===== src/rtl/core/pqc_pkg.sv =====
// Shared types, operation codes and result kinds for the packet queue chunker.
// Used by every module under rtl/core; depends on nothing.
package pqc_pkg;

    localparam int QUEUE_DEPTH_DEF   = 8;
    localparam int PACKET_BYTES_DEF  = 1029;
    localparam int CHUNK_PAYLOAD_DEF = 32;
    localparam int JOBQ_DEPTH        = 4;
    localparam int HDR_BYTES         = 5;
    localparam int ADDR_W            = 17;
    localparam int PLEN_W            = 6;

    localparam logic [1:0] OP_PUSH  = 2'd0;
    localparam logic [1:0] OP_FETCH = 2'd1;
    localparam logic [1:0] OP_STATS = 2'd2;
    localparam logic [1:0] OP_CLEAR = 2'd3;

    localparam logic [1:0] KIND_PUSH  = 2'd0;
    localparam logic [1:0] KIND_CHUNK = 2'd1;
    localparam logic [1:0] KIND_STATS = 2'd2;
    localparam logic [1:0] KIND_NONE  = 2'd3;

    typedef struct packed {
        logic [1:0]  kind;
        logic [7:0]  out_byte;
        logic        end_of_chunk;
        logic        accepted;
        logic [3:0]  held_packets;
        logic [6:0]  usage_percent;
        logic        warning;
        logic [3:0]  peak_packets;
        logic [31:0] attempts_total;
        logic [31:0] dropped_total;
        logic [31:0] sent_total;
    } res_t;

    typedef struct packed {
        logic              is_chunk;
        res_t              base;
        logic [3:0][7:0]   hdr;
        logic [ADDR_W-1:0] addr;
        logic [PLEN_W-1:0] plen;
    } job_t;

    typedef struct packed {
        logic              en;
        logic [ADDR_W-1:0] addr;
        logic [7:0]        data;
    } mem_wr_t;

endpackage


===== src/rtl/core/pqc_jobq.sv =====
// Small job queue between the front and the back of the packet queue chunker.
// Depends on pqc_pkg for the job record.
module pqc_jobq #(
    parameter int DEPTH = pqc_pkg::JOBQ_DEPTH
) (
    input  logic          clk,
    input  logic          rst_n,
    input  logic          push,
    input  pqc_pkg::job_t din,
    output logic          full,
    input  logic          pop,
    output pqc_pkg::job_t dout,
    output logic          empty
);
    localparam int PW = $clog2(DEPTH);
    localparam int CW = $clog2(DEPTH + 1);

    pqc_pkg::job_t   slot_reg [DEPTH];
    logic [PW-1:0]   wptr_reg;
    logic [PW-1:0]   rptr_reg;
    logic [CW-1:0]   cnt_reg;
    logic            do_push;
    logic            do_pop;

    assign full    = (cnt_reg == CW'(DEPTH));
    assign empty   = (cnt_reg == '0);
    assign do_push = push && !full;
    assign do_pop  = pop && !empty;
    assign dout    = slot_reg[rptr_reg];

    always_ff @(posedge clk)
    begin
        if (do_push)
        begin
            slot_reg[wptr_reg] <= din;
        end
    end

    always_ff @(posedge clk or negedge rst_n)
    begin
        if (!rst_n)
        begin
            wptr_reg <= '0;
            rptr_reg <= '0;
            cnt_reg  <= '0;
        end
        else
        begin
            if (do_push)
            begin
                wptr_reg <= (wptr_reg == PW'(DEPTH - 1)) ? '0 : wptr_reg + 1'b1;
            end
            if (do_pop)
            begin
                rptr_reg <= (rptr_reg == PW'(DEPTH - 1)) ? '0 : rptr_reg + 1'b1;
            end
            cnt_reg <= cnt_reg + CW'(do_push) - CW'(do_pop);
        end
    end

    a_cnt_range: assert property (@(posedge clk) disable iff (!rst_n)
        cnt_reg <= CW'(DEPTH))
        else $error("job queue count out of range");
    a_cnt_step: assert property (@(posedge clk) disable iff (!rst_n)
        (do_push && !do_pop) |=> cnt_reg == $past(cnt_reg) + 1'b1)
        else $error("job queue count did not advance");
    a_ptr_gap: assert property (@(posedge clk) disable iff (!rst_n)
        (cnt_reg == '0) |-> (wptr_reg == rptr_reg))
        else $error("job queue pointers disagree with count");
endmodule


===== config.mk =====
export PLATFORM = sky130hd
export DESIGN_NAME = pqc_jobq
export DESIGN_NICKNAME = d
export VERILOG_FILES = /design/src/rtl/core/pqc_pkg.sv /design/src/rtl/core/pqc_jobq.sv
export SDC_FILE = /design/constraint.sdc
export NUM_CORES = 1
export LEC_CHECK = 0
export ABC_AREA = 1
export BUFFER_PORTS_ARGS = -buffer_cell sky130_fd_sc_hd__buf_2
export CAP_MARGIN = 20
export CORE_ASPECT_RATIO = 0.7
export CORE_MARGIN = 3
export CORE_UTILIZATION = 45
export DETAILED_ROUTE_END_ITERATION = 8
export PLACE_DENSITY = 0.71
export SLEW_MARGIN = 20
export SYNTH_ARGS = -nofsm -noshare
export SYNTH_HDL_FRONTEND = slang
export SYNTH_SLANG_ARGS = --single-unit

===== constraint.sdc =====
create_clock -name clk -period 8.43 [get_ports clk]
set_input_delay 1.686 -clock clk [delete_from_list [all_inputs] [get_ports clk]]
set_output_delay 1.686 -clock clk [all_outputs]
set_load 0.03 [all_outputs]

# ---- Word-level counts from Yosys, hierarchy flattened
# Memory sizes are Yosys's and may differ from the RTL's.
# Cells that the tools add are included.
dict set report word_totals {
  reg_bits 7
  in_bits 184
  memories 1
  mem_bits_rw 720
  out_inout_bits 182
  elab_cells 20
}
dict set report op_classes {
  add_sub_neg 4
  muxes 4
  n_eq_ne 3
  n_reduce_logical 5
}
# name depth width read_ports rd_ports_with_merged_regs wr line
set mem_list {}
lappend mem_list {slot_reg 4 180 1 0 1 pqc_jobq.sv:18} ;# pqc_pkg::job_t slot_reg [DEPTH];
# operator n
set ops {}
lappend ops {{$add 2x1->2 const B} 2}
lappend ops {{$eq 2x2->1 const B} 2}
lappend ops {{$mux 2} 2}
lappend ops {{$add 3x1->3} 1}
lappend ops {{$eq 3x3->1 const B} 1}
lappend ops {{$logic_not 3->1} 1}
lappend ops {{$sub 3x1->3} 1}
lappend ops {{$logic_and 1x1->1} 2}
lappend ops {{$logic_not 1->1} 2}
lappend ops {{$mux 1} 2}

# ---- Logic depth before layout (Yosys ltp)
dict set report depth {
  depth_word 5
  mapped_depth 10
  mapped_depth_nobuf 10
}

# ---- Least setup slack after synthesis
# No wires, ideal clock.
dict set report synth_path {
  path_type {input-to-reg}
  from {input push}
  to {memory slot_reg[0][0] (netlist bit) (enable)}
  arrival_ns 9.299
  required_ns 7.706
  path_buffers 0
  setup_ns 0.724
  setup_slack_ns -1.593
  stages 2
  path_cell_list {nand2_1 > nor2_1}
}
dict set report synth_via {
  elab_chain_len 3
}
# item line
set synth_rtl {}
lappend synth_rtl {{from (decl)} pqc_jobq.sv:8} ;# input logic push,
lappend synth_rtl {{$logic_and 1x1->1} pqc_jobq.sv:27} ;# assign do_push = push && !full;
lappend synth_rtl {{$mux 1} pqc_jobq.sv:33} ;# if (do_push)
lappend synth_rtl {{$mux 1 (implied by the code)} pqc_jobq.sv:35} ;# slot_reg[wptr_reg] <= din;
lappend synth_rtl {{to (decl)} pqc_jobq.sv:18}
# Every way passes these cells.

==> summary.txt <==
Clocking
  – TritonCTS buffer count: 70
  – H-Tree Depth: 3
  – CTS tree: built
  – CTS resizes: 0
  – Maximum clock path buffer count: 3
  – Hold Buf Count CTS: 0
  – Clock Latency Late Sink: 0.60 ns
  – Postcts setup bufs: 0
  – CTS Root Cell: clkbuf_16
  – TritonCTS Sinks: roughly 730
  – Worst-path clk slew: roughly 0.06 ns

Timing
  – Slew headroom: between 20% and 30%
  – Fin crit period: ~5.0 ns
  – Hold Vio Cnt, Final: 0
  – Worst Skew: around 0.024 ns
  – Final setup viols: 0
  – Final worst setup slack: approximately 3.4 ns
  – Worst slew pin tran: roughly 1.1 ns
  – Pins over their slew limit: 0
  – F_max: between 0.2 and 0.25 GHz
  – Tcrit/Tclk final: about three fifths
  – RSZ-0062 raised after global routing: false

GRT
  – Number of global-route vias before repair: between 15k and 20k
  – Initial antenna violation count: 22
  – Total Routing Usage GR: 17.7%
  – First-pass GRT wire length: a little over 90000 um
  – Pin count of the biggest net entering global routing: between 200 and 300
  – GR Overflow Total: 0

Synth
  – Cell accounting for the most synthesized area: edfxtp_1
  – Yosys warns: 0
  – Most instantiated cells after synthesis: edfxtp_1 (720), nand2_1 (557), inv_1 (373), o211ai_1 (360), buf_2 (82)
  – Post-synth ARST share: 0.963%
  – Synth top area cells: edfxtp_1 (75%), o211ai_1 (9.4%), nand2_1 (7.3%), inv_1 (4.9%), buf_2 (1.4%)
  – Post-synthesis cell type count: 15
  – Synth top area share: around 75%
  – Count leader, synth: edfxtp_1
  – Number of synthesized register bits: about 730
  – Synthesized area per cell: between 10 and 15 um2
  – Synthesized area: about 29000 um2
  – Cells after Synth: 2157
  – Register area share after synthesis: 75.9%
  – Post-synth EDFFs: 720
  – Syn nets: between 2k and 2.5k
  – Synth Flop Type: edfxtp_1

Power
  – Peak supply drop: roughly 270 uV
  – Pwr Density: 381 nW/um2
  – Tot Pwr: 12.8 mW
  – Leakage: 13.2 nW

Final layout
  – Layout cell share with drive strength beyond 1: 19.0%
  – Post-Layout Inst Area: ~34000 um2
  – Final core utilization: 53.9%
  – Largest register FFs: between 700 and 800
  – Final nets: roughly 2.7k
  – Syn-to-layout area delta: 17.1%

Drt
  – Total Routed Length: around 60000 um
  – Vias per inst: between 5 and 6
  – Drc violations: 0
  – Routed Antenna Nets: 0
  – Per-cell routed wire length: ~18 um
  – DRT Pass-1 Iters: 5
  – DR iter-0 viols: roughly 1.2k
  – DR vias: ~17k

Worst setup path
  – Max FO, Critical Path: 64
  – CP peak stage delay: about 0.75 ns
  – CP Cell Sequence: inv_6 -> buf_4 -> o211ai_1 -> nand2_1 -> buf_2
  – Worst EP required: 6.74 ns
  – Worst Path Arrival: roughly 3.3 ns
  – Startpoint type of the worst setup path: flip-flop
  – CP max stage cell: dfrtp_4
  – CP Class: flip-flop to output port
  – Worst Setup End Kind: output port

Run
  – Max-Cap Viols: 0

Die
  – Core Box Area: 62400 um2
  – Die area: around 67000 um2
  – Die Span Y: about 220 um
  – I/O pin count: around 370
  – Initial Utilization: a little under half
  – Row count: 76
  – Die span in x: 308 um

Placed design
  – DP Area: between 30000 and 40000 um2
  – IO buf count: 365
  – HPWL after DPL: ~35000 um
  – Place WS: between 4 and 5 ns
  – GP Congestion: approximately 0.77

Worst hold path
  – HP Class: flip-flop to flip-flop

Status
  – Status: finished clean
path summary, 6_finish.rpt:
check                             from               end  slack, ns  cells after the start
hold reg to reg             cnt_reg[0]        cnt_reg[0]       0.50                      1
setup reg to reg            cnt_reg[1]  slot_reg[0][135]       5.42                      5
setup / recovery           rptr_reg[1]          dout[49]       3.45                      5
min in group asynchronous        rst_n       rptr_reg[1]       0.94                      1
hold / removal              cnt_reg[0]        cnt_reg[0]       0.50                      1
max in group asynchronous        rst_n       rptr_reg[0]       7.29                      1
power by group:
part | internal [mW] | leakage (nW) | total (mW) | switching (mW)
Clock | 1.74 | 1.09 | 3.04 | 1.30
Combinational | 1.23 | 5.43 | 4.81 | 3.57
Sequential | 4.75 | 6.68 | 4.96 | 0.212
Total | 7.72 | 13.2 | 12.8 | 5.09
critical path, delay by kind of cell (launching register included):
family / cells / cell delay (ns)
AOI/OAI and AO/OA: 1 / 0.21
buffers and inverters: 3 / 1.45
DFF: 1 / 0.75
and+or+nand+nor: 1 / 0.15
routing by layer:
metal	routed length, um	vias to the layer above	track usage, %
met5	117	-	0
met4	1560	20	5.85
met3	4520	125	5.46
met2	28900	426	29.6
met1	24700	8236	22.1
li1	-	8223	-
cell type report:
class,count,area (um2)
multi-input combinational,937,4980
tap,819,1020
clock inverter,39,393
inverter,374,1410
fill,5072,28700
timing repair buffer,385,2120
sequential,727,21800
clock buffer,88,1860
antenna,18,45.0
placed cells by master (no fill, tap or decap):
cell,count
dfrtp_4,2
clkinv_8,1
clkinv_1,19
clkinv_2,6
clkinv_16,2
clkbuf_1,16
inv_16,1
nor2_4,4
clkbuf_16,72
inv_1,373
inv_6,1
nor2_1,3
nand2_1,557
fa_1,1
diode_2,18
o211ai_1,360
dfrtp_1,5
nand3_1,4
buf_2,365
clkinvlp_4,1
buf_4,11
bufinv_16,5
edfxtp_1,720
nand3b_1,1
clkinv_4,3
inv_8,1
ha_1,7
buf_12,5
buf_16,4
per-stage QoR:
| stage | cells | hold slack (ns) | TNS (ns) |
|---|---|---|---|
| final | 3387 | 0.503 | 0 |
| after global routing | 3377 | 0.523 | 0 |
| after CTS | 3365 | 0.507 | 0 |
| after detailed placement | 3238 | 0.494 | 0 |
| after global placement | 3238 | 0.491 | 0 |
| after floorplan | 2157 | 0.479 | -1146.88 |
logic make-up after synthesis:
family,synth area share [%]
compound gates,9.41
fa+ha+maj,0.375
buf+inv,6.88
flops,75.9
simple gates,7.47
(Power assumes the default switching activity.)
