File: src/rtl/core/pqc_pkg.sv
// Shared types, operation codes and result kinds for the packet queue chunker.
// Used by every module under rtl/core; depends on nothing.
package pqc_pkg;

    localparam int QUEUE_DEPTH_DEF   = 8;
    localparam int PACKET_BYTES_DEF  = 1029;
    localparam int CHUNK_PAYLOAD_DEF = 32;
    localparam int JOBQ_DEPTH        = 4;
    localparam int HDR_BYTES         = 5;
    localparam int ADDR_W            = 17;
    localparam int PLEN_W            = 6;

    localparam logic [1:0] OP_PUSH  = 2'd0;
    localparam logic [1:0] OP_FETCH = 2'd1;
    localparam logic [1:0] OP_STATS = 2'd2;
    localparam logic [1:0] OP_CLEAR = 2'd3;

    localparam logic [1:0] KIND_PUSH  = 2'd0;
    localparam logic [1:0] KIND_CHUNK = 2'd1;
    localparam logic [1:0] KIND_STATS = 2'd2;
    localparam logic [1:0] KIND_NONE  = 2'd3;

    typedef struct packed {
        logic [1:0]  kind;
        logic [7:0]  out_byte;
        logic        end_of_chunk;
        logic        accepted;
        logic [3:0]  held_packets;
        logic [6:0]  usage_percent;
        logic        warning;
        logic [3:0]  peak_packets;
        logic [31:0] attempts_total;
        logic [31:0] dropped_total;
        logic [31:0] sent_total;
    } res_t;

    typedef struct packed {
        logic              is_chunk;
        res_t              base;
        logic [3:0][7:0]   hdr;
        logic [ADDR_W-1:0] addr;
        logic [PLEN_W-1:0] plen;
    } job_t;

    typedef struct packed {
        logic              en;
        logic [ADDR_W-1:0] addr;
        logic [7:0]        data;
    } mem_wr_t;

endpackage

File: src/rtl/core/pqc_front.sv
// Front of the packet queue chunker: takes items, keeps the packet ring state
// and counters, and issues jobs and packet-store writes. Depends on pqc_pkg.
module pqc_front #(
    parameter int QUEUE_DEPTH   = pqc_pkg::QUEUE_DEPTH_DEF,
    parameter int PACKET_BYTES  = pqc_pkg::PACKET_BYTES_DEF,
    parameter int CHUNK_PAYLOAD = pqc_pkg::CHUNK_PAYLOAD_DEF
) (
    input  logic              clk,
    input  logic              rst_n,
    input  logic              accept,
    input  logic [1:0]        op,
    input  logic [7:0]        data,
    input  logic              last,
    input  logic              pkt_class,
    input  logic              warn_we,
    input  logic [6:0]        warn_data,
    input  logic              chunk_done,
    output logic              job_push,
    output pqc_pkg::job_t     job,
    output pqc_pkg::mem_wr_t  wr,
    output logic              chunk_pend
);
    localparam int SW = $clog2(QUEUE_DEPTH);
    localparam int CW = $clog2(QUEUE_DEPTH + 1);
    localparam int LW = $clog2(PACKET_BYTES + 2);
    localparam int PW = $clog2(CHUNK_PAYLOAD + 1);

    logic [LW-1:0] len_arr  [QUEUE_DEPTH];
    logic [7:0]    id_arr   [QUEUE_DEPTH];
    logic          type_arr [QUEUE_DEPTH];
    logic [7:0]    nxt_arr  [QUEUE_DEPTH];
    logic [7:0]    tot_arr  [QUEUE_DEPTH];
    logic          done_arr [QUEUE_DEPTH];
    logic [6:0]    pct_tab  [QUEUE_DEPTH + 1];

    logic [SW-1:0] head_reg, head_next, tail_reg, tail_next;
    logic [CW-1:0] held_reg, held_next, peak_reg, peak_next;
    logic [7:0]    id_reg, id_next;
    logic [LW-1:0] wo_reg, wo_next;
    logic          disc_reg, disc_next;
    logic [PW-1:0] fill_reg, fill_next;
    logic [7:0]    chunks_reg, chunks_next;
    logic [31:0]   att_reg, att_next, drop_reg, drop_next, sent_reg, sent_next;
    logic [6:0]    warn_reg;
    logic          pend_reg, pend_next;

    logic          first, disc_now, retire, is_push, is_fetch, ent_wr, fch_wr;
    logic [LW-1:0] wo_inc, off, rem;
    logic [SW-1:0] s;
    logic [PW-1:0] plen;
    logic [7:0]    nc, tot_new;
    logic [6:0]    usage;
    logic          acc;

    for (genvar g = 0; g <= QUEUE_DEPTH; g++)
    begin : g_pct
        assign pct_tab[g] = 7'((g * 100) / QUEUE_DEPTH);
    end

    function automatic logic [SW-1:0] wrap_inc(input logic [SW-1:0] i);
        return (i == SW'(QUEUE_DEPTH - 1)) ? '0 : i + 1'b1;
    endfunction

    always_comb
    begin
        head_next   = head_reg;
        tail_next   = tail_reg;
        held_next   = held_reg;
        peak_next   = peak_reg;
        id_next     = id_reg;
        wo_next     = wo_reg;
        disc_next   = disc_reg;
        fill_next   = fill_reg;
        chunks_next = chunks_reg;
        att_next    = att_reg;
        drop_next   = drop_reg;
        sent_next   = sent_reg;
        pend_next   = pend_reg && !chunk_done;
        job_push    = 1'b0;
        job         = '0;
        wr          = '0;
        acc         = 1'b0;
        ent_wr      = 1'b0;
        fch_wr      = 1'b0;
        is_push     = accept && (op == pqc_pkg::OP_PUSH);
        is_fetch    = accept && (op == pqc_pkg::OP_FETCH);
        first       = (wo_reg == '0);
        disc_now    = first ? (held_reg >= CW'(QUEUE_DEPTH)) : disc_reg;
        wo_inc      = (wo_reg <= LW'(PACKET_BYTES)) ? wo_reg + 1'b1 : wo_reg;
        retire      = (held_reg != '0) && done_arr[tail_reg];
        s           = retire ? wrap_inc(tail_reg) : tail_reg;
        nc          = nxt_arr[s];
        off         = LW'(32'(nc) * CHUNK_PAYLOAD);
        rem         = (len_arr[s] > off) ? len_arr[s] - off : '0;
        plen        = (rem > LW'(CHUNK_PAYLOAD)) ? PW'(CHUNK_PAYLOAD) : PW'(rem);
        tot_new     = 8'd0;

        if (is_push)
        begin
            if (!disc_now && wo_reg < LW'(PACKET_BYTES))
            begin
                wr.en   = 1'b1;
                wr.addr = pqc_pkg::ADDR_W'(head_reg) * pqc_pkg::ADDR_W'(PACKET_BYTES)
                        + pqc_pkg::ADDR_W'(wo_reg);
                wr.data = data;
            end
            if (first)
            begin
                fill_next   = PW'(1);
                chunks_next = 8'd1;
            end
            else if (fill_reg == '0)
            begin
                fill_next   = PW'(1);
                chunks_next = chunks_reg + 8'd1;
            end
            else
            begin
                fill_next = (fill_reg == PW'(CHUNK_PAYLOAD - 1)) ? '0 : fill_reg + 1'b1;
            end
            tot_new = (first ? pkt_class : type_arr[head_reg]) ? 8'd1 : chunks_next;
            if (!last)
            begin
                wo_next   = wo_inc;
                disc_next = disc_now;
            end
            else
            begin
                wo_next   = '0;
                disc_next = 1'b0;
                if (wo_inc <= LW'(PACKET_BYTES))
                begin
                    att_next = att_reg + 32'd1;
                    if (disc_now)
                    begin
                        drop_next = drop_reg + 32'd1;
                    end
                    else
                    begin
                        ent_wr    = 1'b1;
                        id_next   = id_reg + 8'd1;
                        head_next = wrap_inc(head_reg);
                        held_next = held_reg + 1'b1;
                        if (held_next > peak_reg)
                        begin
                            peak_next = held_next;
                        end
                        acc = 1'b1;
                    end
                end
                job_push = 1'b1;
            end
        end
        else if (is_fetch)
        begin
            if (retire)
            begin
                sent_next = sent_reg + 32'd1;
                tail_next = s;
                held_next = held_reg - 1'b1;
            end
            job_push = 1'b1;
            if (held_next != '0)
            begin
                fch_wr    = 1'b1;
                pend_next = 1'b1;
            end
        end
        else if (accept)
        begin
            job_push = 1'b1;
            if (op == pqc_pkg::OP_CLEAR)
            begin
                att_next  = '0;
                drop_next = '0;
                sent_next = '0;
                peak_next = '0;
            end
        end

        usage = pct_tab[held_next];
        job.base.held_packets   = 4'(held_next);
        job.base.usage_percent  = usage;
        job.base.warning        = (usage >= warn_reg);
        job.base.peak_packets   = 4'(peak_next);
        job.base.attempts_total = att_next;
        job.base.dropped_total  = drop_next;
        job.base.sent_total     = sent_next;
        job.base.end_of_chunk   = 1'b1;
        job.base.accepted       = acc;
        unique case (op)
            pqc_pkg::OP_PUSH:  job.base.kind = pqc_pkg::KIND_PUSH;
            pqc_pkg::OP_FETCH: job.base.kind = fch_wr ? pqc_pkg::KIND_CHUNK
                                                      : pqc_pkg::KIND_NONE;
            default:           job.base.kind = pqc_pkg::KIND_STATS;
        endcase
        job.is_chunk = fch_wr;
        job.hdr[0]   = {7'd0, type_arr[s]};
        job.hdr[1]   = id_arr[s];
        job.hdr[2]   = nc;
        job.hdr[3]   = tot_arr[s];
        job.addr     = pqc_pkg::ADDR_W'(s) * pqc_pkg::ADDR_W'(PACKET_BYTES)
                     + pqc_pkg::ADDR_W'(off);
        job.plen     = pqc_pkg::PLEN_W'(plen);
    end

    assign chunk_pend = pend_reg;

    always_ff @(posedge clk)
    begin
        if (is_push && first && !disc_now)
        begin
            type_arr[head_reg] <= pkt_class;
        end
        if (ent_wr)
        begin
            len_arr[head_reg]  <= wo_inc;
            id_arr[head_reg]   <= id_reg;
            nxt_arr[head_reg]  <= 8'd0;
            tot_arr[head_reg]  <= tot_new;
            done_arr[head_reg] <= 1'b0;
        end
        if (fch_wr)
        begin
            nxt_arr[s]  <= nc + 8'd1;
            done_arr[s] <= ((nc + 8'd1) >= tot_arr[s]);
        end
    end

    always_ff @(posedge clk or negedge rst_n)
    begin
        if (!rst_n)
        begin
            head_reg   <= '0;
            tail_reg   <= '0;
            held_reg   <= '0;
            peak_reg   <= '0;
            id_reg     <= '0;
            wo_reg     <= '0;
            disc_reg   <= 1'b0;
            fill_reg   <= '0;
            chunks_reg <= '0;
            att_reg    <= '0;
            drop_reg   <= '0;
            sent_reg   <= '0;
            warn_reg   <= 7'd80;
            pend_reg   <= 1'b0;
        end
        else
        begin
            head_reg   <= head_next;
            tail_reg   <= tail_next;
            held_reg   <= held_next;
            peak_reg   <= peak_next;
            id_reg     <= id_next;
            wo_reg     <= wo_next;
            disc_reg   <= disc_next;
            fill_reg   <= fill_next;
            chunks_reg <= chunks_next;
            att_reg    <= att_next;
            drop_reg   <= drop_next;
            sent_reg   <= sent_next;
            pend_reg   <= pend_next;
            if (warn_we)
            begin
                warn_reg <= warn_data;
            end
        end
    end

    a_held_range: assert property (@(posedge clk) disable iff (!rst_n)
        held_reg <= CW'(QUEUE_DEPTH))
        else $error("held count above queue depth");
    a_peak_covers: assert property (@(posedge clk) disable iff (!rst_n)
        (is_push && last && acc) |=> peak_reg >= held_reg)
        else $error("peak below held count after accepted packet");
    a_no_write_pend: assert property (@(posedge clk) disable iff (!rst_n)
        wr.en |-> !pend_reg)
        else $error("packet store written while a chunk is streaming");
endmodule

File: config.mk
export PLATFORM = sky130hd
export DESIGN_NAME = pqc_front
export DESIGN_NICKNAME = d
export VERILOG_FILES = /design/src/rtl/core/pqc_pkg.sv /design/src/rtl/core/pqc_front.sv
export SDC_FILE = /design/constraint.sdc
export NUM_CORES = 1
export LEC_CHECK = 0
export BUFFER_PORTS_ARGS = -buffer_cell sky130_fd_sc_hd__buf_2
export CAP_MARGIN = 20
export CORE_ASPECT_RATIO = 1.25
export CORE_MARGIN = 2
export CORE_UTILIZATION = 58
export DETAILED_ROUTE_END_ITERATION = 8
export PLACE_DENSITY = 0.8
export SYNTH_ARGS = -nofsm -noshare
export SYNTH_HDL_FRONTEND = slang
export SYNTH_SLANG_ARGS = --single-unit
File: constraint.sdc
create_clock -name clk -period 8.2 [get_ports clk]
set_clock_uncertainty 0.1 [all_clocks]
set_input_delay 1.64 -clock clk [delete_from_list [all_inputs] [get_ports clk]]
set_output_delay 1.64 -clock clk [all_outputs]
set_load 0.01 [all_outputs]
---- Yosys cells after proc, flatten, opt, wreduce, memory -nomap -nowiden ----
Memory sizes are Yosys's and may differ from the RTL's.
Cells that the tools add are included.
storage, ports and cells
  register bits after elaboration ......... 152
  RAM bits ................................ 296
  memory bits (read-only) ................. 112
  input port bits ......................... 24
  output and inout bits ................... 208
  word-level logic and storage cells ...... 157
  memories ................................ 7
cells by class
  $add $sub $neg .......................... 15
  multiply operators ...................... 2
  magnitude comparators ................... 10
  equality and inequality tests ........... 5
  multiplexer cells ....................... 83
  bitwise gates (word level) .............. 3
  reductions and logical operators ........ 18
memory list
  name              words  bits a word  read ports  clocked after Yosys merged registers in  write ports  line              text
  (name not given)  16     7            1           0                                        0            pqc_front.sv:181  usage = pct_tab[held_next];
  len_arr           8      11           1           0                                        1            pqc_front.sv:28   logic [LW-1:0] len_arr [QUEUE_DEPTH];
  id_arr            8      8            1           0                                        1            pqc_front.sv:29   logic [7:0] id_arr [QUEUE_DEPTH];
  nxt_arr           8      8            1           0                                        1            pqc_front.sv:31   logic [7:0] nxt_arr [QUEUE_DEPTH];
  tot_arr           8      8            1           0                                        1            pqc_front.sv:32   logic [7:0] tot_arr [QUEUE_DEPTH];
  done_arr          8      1            1           0                                        1            pqc_front.sv:33   logic done_arr [QUEUE_DEPTH];
  1 more memories   n/a    n/a          n/a         n/a                                      n/a          n/a
operators with widths
  operator               count
  $mux 32                18
  $add 32x1->32 const B  3
  $mux 4                 16
  $mux 26                2
  $mux 8                 5
  $mux 11                3
  $add 14x11->15         2
  $mul 3x11->14 const B  2
  $mux 1                 26
  $add 8x1->8 const B    3
  $mux 6                 4
  $le 11x11->1 const B   2
  $mux 3                 5
  $mux 7                 2
  $add 11x1->11 const B  1
  $gt 11x11->1           1
  $gt 11x6->1 const B    1
  $logic_not 11->1       1
  $lt 11x11->1 const B   1
  $sub 11x11->11         1
  $ge 8x8->1             1
  $reduce_bool 4->1      2
  $reduce_or 8->1        1
  $ge 7x7->1             1
  other kinds (22)       32

---- Longest topological paths before layout ----
Gate-level depths: netlist of run 1.
  depth in word-level cells ............... 13
  gate-level depth with buffers ........... 24

---- Worst setup path after synthesis of run 1 ----
Ideal clock, no wire load.
  kind .................................... register to output
  start point ............................. register held_reg[0]
  end point ............................... output job[0] (netlist name)
  arrival ................................. 4680 ps
  path slack .............................. 1780 ps
  stages on the path, launching flop included .. 23
  buffers on the path ..................... 4
  cell sequence ........................... dfrtp_1 inv_1 ha_1 or3b_1 nand3_2 nand2_2 inv_4 buf_12 buf_4 buf_2 buf_2 mux4_2 nand2_1 nand2_1 ha_1 o21ai_0 nand2b_1 a21o_1 a21oi_1 xnor2_1 nor4_1 nand2_1 nor2_1
RTL lines
  element                 line              text
  from (decl)             pqc_front.sv:37   logic [CW-1:0] held_reg, held_next, peak_reg, peak_next;
  from (signal assigned)  pqc_front.sv:253  held_reg <= held_next;
  to (decl)               pqc_front.sv:19   output pqc_pkg::job_t job,

==> flow_metrics.tcl, run 1 <==
set metrics [dict create \
    status "finished, final reports clean" \
    end_kind "output port" \
    antenna_found_initial 0 \
    path_clk_slew_ns 0.06 \
    yosysWarnings 0 \
    synthTopCellsByArea "edfxtp_1 (41%), dfrtp_1 (17%), mux4_2 (5.7%)" \
    insertion_delay_ns 0.57 \
    ys_seq_area_share_pct 58.2 \
    crit_required_ns 6.46 \
    final_cells 2493 \
    slew_headroom_pct 27.2 \
    cts_root_buffer "clkbuf_16" \
    maxCapViolations 0 \
    path_max_fanout 19 \
    combPwrFrac_pct 51.0 \
    die_x_um 177 \
    area_growth_pct 13.2 \
    timing.fmax_mhz 132 \
    io_pins 232 \
    viasPerCell 6.19 \
    setup_viol 0 \
    hpwlAfterDp_mm 34.5 \
    wirelength_mm 52.8 \
    path_cells "inv_1 -> ha_1 -> nor3b_1 -> a221oi_1 -> nand3b_1 -> and2_4 -> inv_2 -> nor2_1 -> a32o_1 -> a221oi_2 -> buf_4 -> ha_1 -> nor2b_1 -> o21ai_0 -> nand2b_1 -> a21o_1 -> a21oi_1 -> xnor2_1 -> nor4_1 -> and3_1 -> buf_2" \
    place_congestion 0.940 \
    netlist_area_mm2 0.0218 \
    synth_enable_flop_cells 296 \
    cts_tree "yes" \
    p_leak_nw 10.4 \
    drv_slew 0 \
    synth_ff_type "edfxtp_1" \
    drt_pass1_iterations 5 \
    die_h_um 221 \
    regMostFlops "len_arr" \
    switchingPower_mw 4.08 \
    max-clock-path-buffers 3 \
    async_flop_share_pct 33.9 \
    num_vias 15422 \
    drc 0 \
    cpPeakStageDelay_ns 0.56 \
    power_density_mw_per_mm2 398 \
    worst_path_max_delay_cell "nor4_1" \
    start_util_pct 58.7 \
    crit_top_cell "ha_1" \
    crit_type "register to output port" \
    worst_pin_slew_ns 1.08 \
    ys_seq_elements 448 \
    yosysTopAreaCellShare_pct 40.8 \
    initialDrtViolationCount 1534 \
    sw_frac_of_total_pct 41.5 \
    grt_usage_pct 26.9 \
    post-route-min-period_ns 7.60 \
    ant_nets 0 \
    post_cts.repair.setup_buffers 0 \
    rsz0062_at_grt "no" \
    startpoint_type "register" \
    p_clk_share_pct 20.5 \
    syn_area_per_cell_um2 12.2 \
    synthCells 1782 \
    io_buffers 209 \
    fin_nets 2061 \
    intPower_mw 5.76 \
    synth_cell_types 87 \
    fin_crit_sh_pct 92.7 \
    clock-sinks 448 \
    die_area_mm2 0.0392 \
    fin_area_mm2 0.0247 \
    seqPwrFrac_pct 28.5 \
    dp.cells 2411 \
    placed_cell_area_mm2 0.0232 \
    cts-htree-levels 2 \
    core-area_mm2 0.0372 \
    grt_pass1_vias 15332 \
    grt-ovfl-total 0 \
    cts_buffers 42 \
    irDropWorstVdd_uv 306 \
    cp.arrival_ns 5.86 \
    wire_per_inst_um 21.2 \
    synth_top_cell_by_area "edfxtp_1" \
    synth_commonest_cells "edfxtp_1 (296), nand2_1 (235), dfrtp_1 (150), nand3_1 (99), nor2_1 (96)" \
    fin_util_pct 66.4 \
    grt_pass1_wl_mm 82.9 \
    drive_gt1_share_pct 20.4 \
    hold_violations 0 \
    row_count 79 \
    fin_setup_tns_ns 0 \
    synth.most_common_cell "edfxtp_1" \
    diodes 0 \
    hold_slack_ns 0.379 \
    grt_max_degree 89 \
    largest_reg_flops 88 \
    hold_class "register to register" \
    r2r_setup_slack_ns 1.58 \
]
placed cells by master, fill, tap and decap left out, types with 7 or more instances in the layout:
cell	instances
a21o_1	21
nor2_1	91
buf_4	26
o21ai_0	94
xnor2_1	38
a31oi_1	7
nand3_1	98
a22o_1	7
and2_1	32
dfrtp_1	150
a21oi_1	31
nand2b_1	15
mux2i_1	60
ha_1	60
nor4_1	12
o22ai_1	10
nor3_1	22
xor2_1	40
clkbuf_16	42
mux2_2	8
nand4_1	33
o31ai_1	20
edfxtp_1	296
inv_1	53
conb_1	22
mux4_2	55
nor2b_1	15
and3_1	31
buf_2	208
nand2_1	235
and4_1	16
o211ai_1	15
or3_1	10
area by class of cell:
cell class	count	area [µm²]
Timing Repair Buffer	237	1270
Sequential cell	448	12700
Clock inverter	26	314
Tap cell	486	608
Fill cell	2623	12500
Inverter	57	219
Clock buffer	51	1120
Multi-Input combinational cell	1188	8450
layer usage:
layer  track usage (%)  share of wire, %  up-vias
li1                  -                 -     6923
met1              34.2                38     7550
met2              44.6                50      803
met3              5.96               8.8      146
met4              11.1               3.9        0
met5                 0                 0        -
critical path: cells and delay by family, from the launching register on:
family          cells  cell delay, ns
compound gates      6            1.44
buf+inv             4            0.93
flops               1            0.49
xor+xnor            1            0.10
fa+ha+maj           2            0.53
simple gates        8            1.80
power by group through the flow:
stage                     Clock, mW  Combinational, mW  Sequential (mW)
after floorplan                   0               3.57             2.74
after global placement            0               4.78             2.83
after detailed placement          0               4.93             2.84
after CTS                      2.04               4.98             2.80
after global routing           2.13               5.47             2.82
final                          2.02               5.01             2.80
worst paths after layout:
kind	startpoint	endpoint	depth (start not counted)
worst max-delay path	held_reg[0]	job[1]	21
worst min-delay path	drop_reg[31]	drop_reg[31]	1
worst max register to register	held_reg[0]	done_arr[3]	22
worst min register to register	drop_reg[31]	drop_reg[31]	1
max in group asynchronous	rst_n	id_reg[7]	2
min in group asynchronous	rst_n	drop_reg[12]	1
per-stage QoR:
| stage | power [mW] | setup slack [ns] |
|---|---|---|
| after CTS | 9.81 | 0.448 |
| final | 9.83 | 0.598 |
| after detailed placement | 7.77 | 1.08 |
| after global routing | 10.4 | 0.0183 |
| after global placement | 7.61 | 1.27 |
| after floorplan | 6.31 | 1.78 |
cell families after synthesis:
kind of cell    share of synthesized area, %
compound gates                          7.54
xor+xnor                                3.13
fa+ha+maj                               3.72
buf+inv                                 3.66
flops                                   58.2
mux                                     8.85
other cells                           0.0344
simple gates                            14.9
what timing repair did:
item                                    in CTS  in global routing
endpoints found under the hold margin        0                  0
hold buffers                                 0                  0
gates resized for setup                      0                  2
endpoints found under the setup margin       0                  5
Note: power is estimated with default switching activity, not from simulation.
==> run 2: changes to the inputs <==
- CTS_BUF_LIST: not set -> sky130_fd_sc_hd__clkbuf_4 sky130_fd_sc_hd__clkbuf_8
==> run 2 against run 1 <==
Net effect:
- clock-buffer cell count up 47
- flip-flop and latch count did not move
- final area down 0.15%
- global-route usage fell by 0.31 points
- fmax increased by 1.5%
- power is 1.5% lower
- via count is 0.35% lower
- sequential power about the same
- critical path type unchanged
- largest cell class unchanged
- largest power group unchanged
- highest routed layer unchanged
==> flow_metrics.tcl, run 2 (synthesized netlist as in run 1, its figures left out) <==
set metrics [dict create \
    antenna_found_initial 0 \
    p_clk_share_pct 19.4 \
    fin_util_pct 66.3 \
    hpwlAfterDp_mm 34.5 \
    drv_slew 0 \
    cp.arrival_ns 5.75 \
    drive_gt1_share_pct 22.3 \
    layout_common_cells "edfxtp_1 (296), nand2_1 (235), buf_2 (208)" \
    intPower_mw 5.63 \
    crit_required_ns 6.46 \
    fin_nets 2086 \
    place_congestion 0.940 \
    cts.repair.resized 0 \
    cts_root_buffer "clkbuf_8" \
    largest_reg_flops 88 \
    drt_pass1_iterations 5 \
    crit_type "register to output port" \
    whs_path_depth 1 \
    r2r_setup_slack_ns 1.57 \
    insertion_delay_ns 0.62 \
    hold_class "register to register" \
    startpoint_type "register" \
    hold_violations 0 \
    status "finished, final reports clean" \
    rsz0062_at_grt "no" \
    n_fill_cell 2660 \
    power_density_mw_per_mm2 393 \
    path_max_fanout 19 \
    grt_max_degree 89 \
    regMostFlops "len_arr" \
    hold_start "drop_reg[31]" \
    sw_frac_of_total_pct 41.9 \
    post-route-min-period_ns 7.49 \
    die_x_um 177 \
    r2r-end "done_arr[1]" \
    hold_buffers 0 \
    irDropWorstVdd_uv 311 \
    start_util_pct 58.7 \
    ant_nets 0 \
    core-area_mm2 0.0372 \
    grt-ovfl-total 0 \
    post_cts.repair.setup_buffers 0 \
    timing.fmax_mhz 134 \
    drc 0 \
    worst_pin_slew_ns 1.09 \
    switchingPower_mw 4.06 \
    wire_per_inst_um 20.5 \
    final_common_cell "edfxtp_1" \
    seqPwrFrac_pct 28.9 \
    grt_pass1_vias 15362 \
    io_pins 232 \
    cts_tree "yes" \
    row_count 79 \
    max-clock-path-buffers 3 \
    fin_crit_sh_pct 91.3 \
    area_growth_pct 13.0 \
    r2r_cells 22 \
    maxCapViolations 0 \
    worst_r2r_startpoint "held_reg[0]" \
    fin_setup_tns_ns 0 \
    cts_buffers 67 \
    path_clk_slew_ns 0.06 \
    end_kind "output port" \
    clock-sinks 448 \
    grt_usage_pct 26.6 \
    min_to "drop_reg[31]" \
    combPwrFrac_pct 51.7 \
    die_h_um 221 \
    num_vias 15368 \
    viasPerCell 6.06 \
    io_buffers 209 \
    diodes 0 \
    die_area_mm2 0.0392 \
    wirelength_mm 52.0 \
    initialDrtViolationCount 1376 \
    setup_viol 0 \
    cts-htree-levels 3 \
    slew_headroom_pct 26.4 \
    p_leak_nw 10.4 \
    grt_pass1_wl_mm 81.5 \
]
==> run 2: changes by cell type in the layout (fill, tap and decap cells not counted), moves of 2 or more <==
cell,delta
clkinv_8,-2
clkbuf_4,+21
clkbuf_16,-42
clkinv_4,-2
clkbuf_8,+73
clkbuf_1,-5
clkinv_2,+2
bufinv_16,-3
==> run 2: per-layer routing <==
layer | wire (µm) | global-route usage (%) | vias up
met3 | 4640 | 6.72 | 151
met5 | 0 | 0 | -
met2 | 25700 | 44.4 | 726
met4 | 1740 | 10.4 | 0
met1 | 19900 | 33.2 | 7496
li1 | - | - | 6995
==> run 2: power groups by stage <==
stage / clock network, mW / registers (mW) / logic, mW
after global placement: 0 / 2.83 / 4.78
after CTS: 1.90 / 2.80 / 4.96
after floorplan: 0 / 2.74 / 3.57
final: 1.88 / 2.80 / 5.01
after global routing: 2.00 / 2.82 / 5.48
after detailed placement: 0 / 2.84 / 4.93
==> run 2: worst max-delay path by stage <==
stage	start	cells after the start	to	slack [ns]
2_1_floorplan	held_reg[0]	22	job[0]	1.78
3_3_place_gp	held_reg[0]	19	job[0]	1.27
3_5_place_dp	held_reg[0]	18	job[2]	1.08
4_1_cts	held_reg[0]	18	job[2]	0.38
5_1_grt	held_reg[0]	21	job[2]	0.21
6_report	held_reg[0]	22	job[0]	0.71
==> run 2: through the flow <==
step,worst slack [ns],power [mW],cell area [µm²],hold WS [ns],std cells
detailed placement,1.08,7.77,23200,0.363,2411
global route,0.214,10.3,24600,0.386,2536
floorplan,1.78,6.31,21900,0.367,1802
global placement,1.27,7.61,23200,0.351,2409
finish,0.710,9.69,24600,0.373,2536
CTS,0.383,9.66,24600,0.374,2531
==> run 2: worst max-delay path, cell delays in order (launching register included) <==
cell      delay, ns
dfrtp_1        0.49
inv_1          0.18
ha_1           0.31
nor3b_1        0.21
a221oi_1       0.51
nand3b_1       0.21
and2_4         0.26
inv_2          0.38
nor2_1         0.15
a32o_1         0.26
a221oi_2       0.18
buf_4          0.25
ha_1           0.21
nor2b_1        0.05
o21ai_0        0.14
nand2b_1       0.10
a21o_1         0.19
a21oi_1        0.17
xnor2_1        0.11
nor4_2         0.40
nand2_1        0.10
nor2_1         0.11
buf_2          0.14
==> run 2: layout make-up <==
| class | count | area [µm²] | area share (%) |
|---|---|---|---|
| well taps | 486 | 608 | 2.47 |
| clock buffers | 98 | 1220 | 4.94 |
| inverters | 57 | 219 | 0.888 |
| multi-input cells | 1188 | 8450 | 34.3 |
| clock inverters | 22 | 166 | 0.675 |
| repair buffers | 237 | 1290 | 5.22 |
| flip-flops and latches | 448 | 12700 | 51.5 |
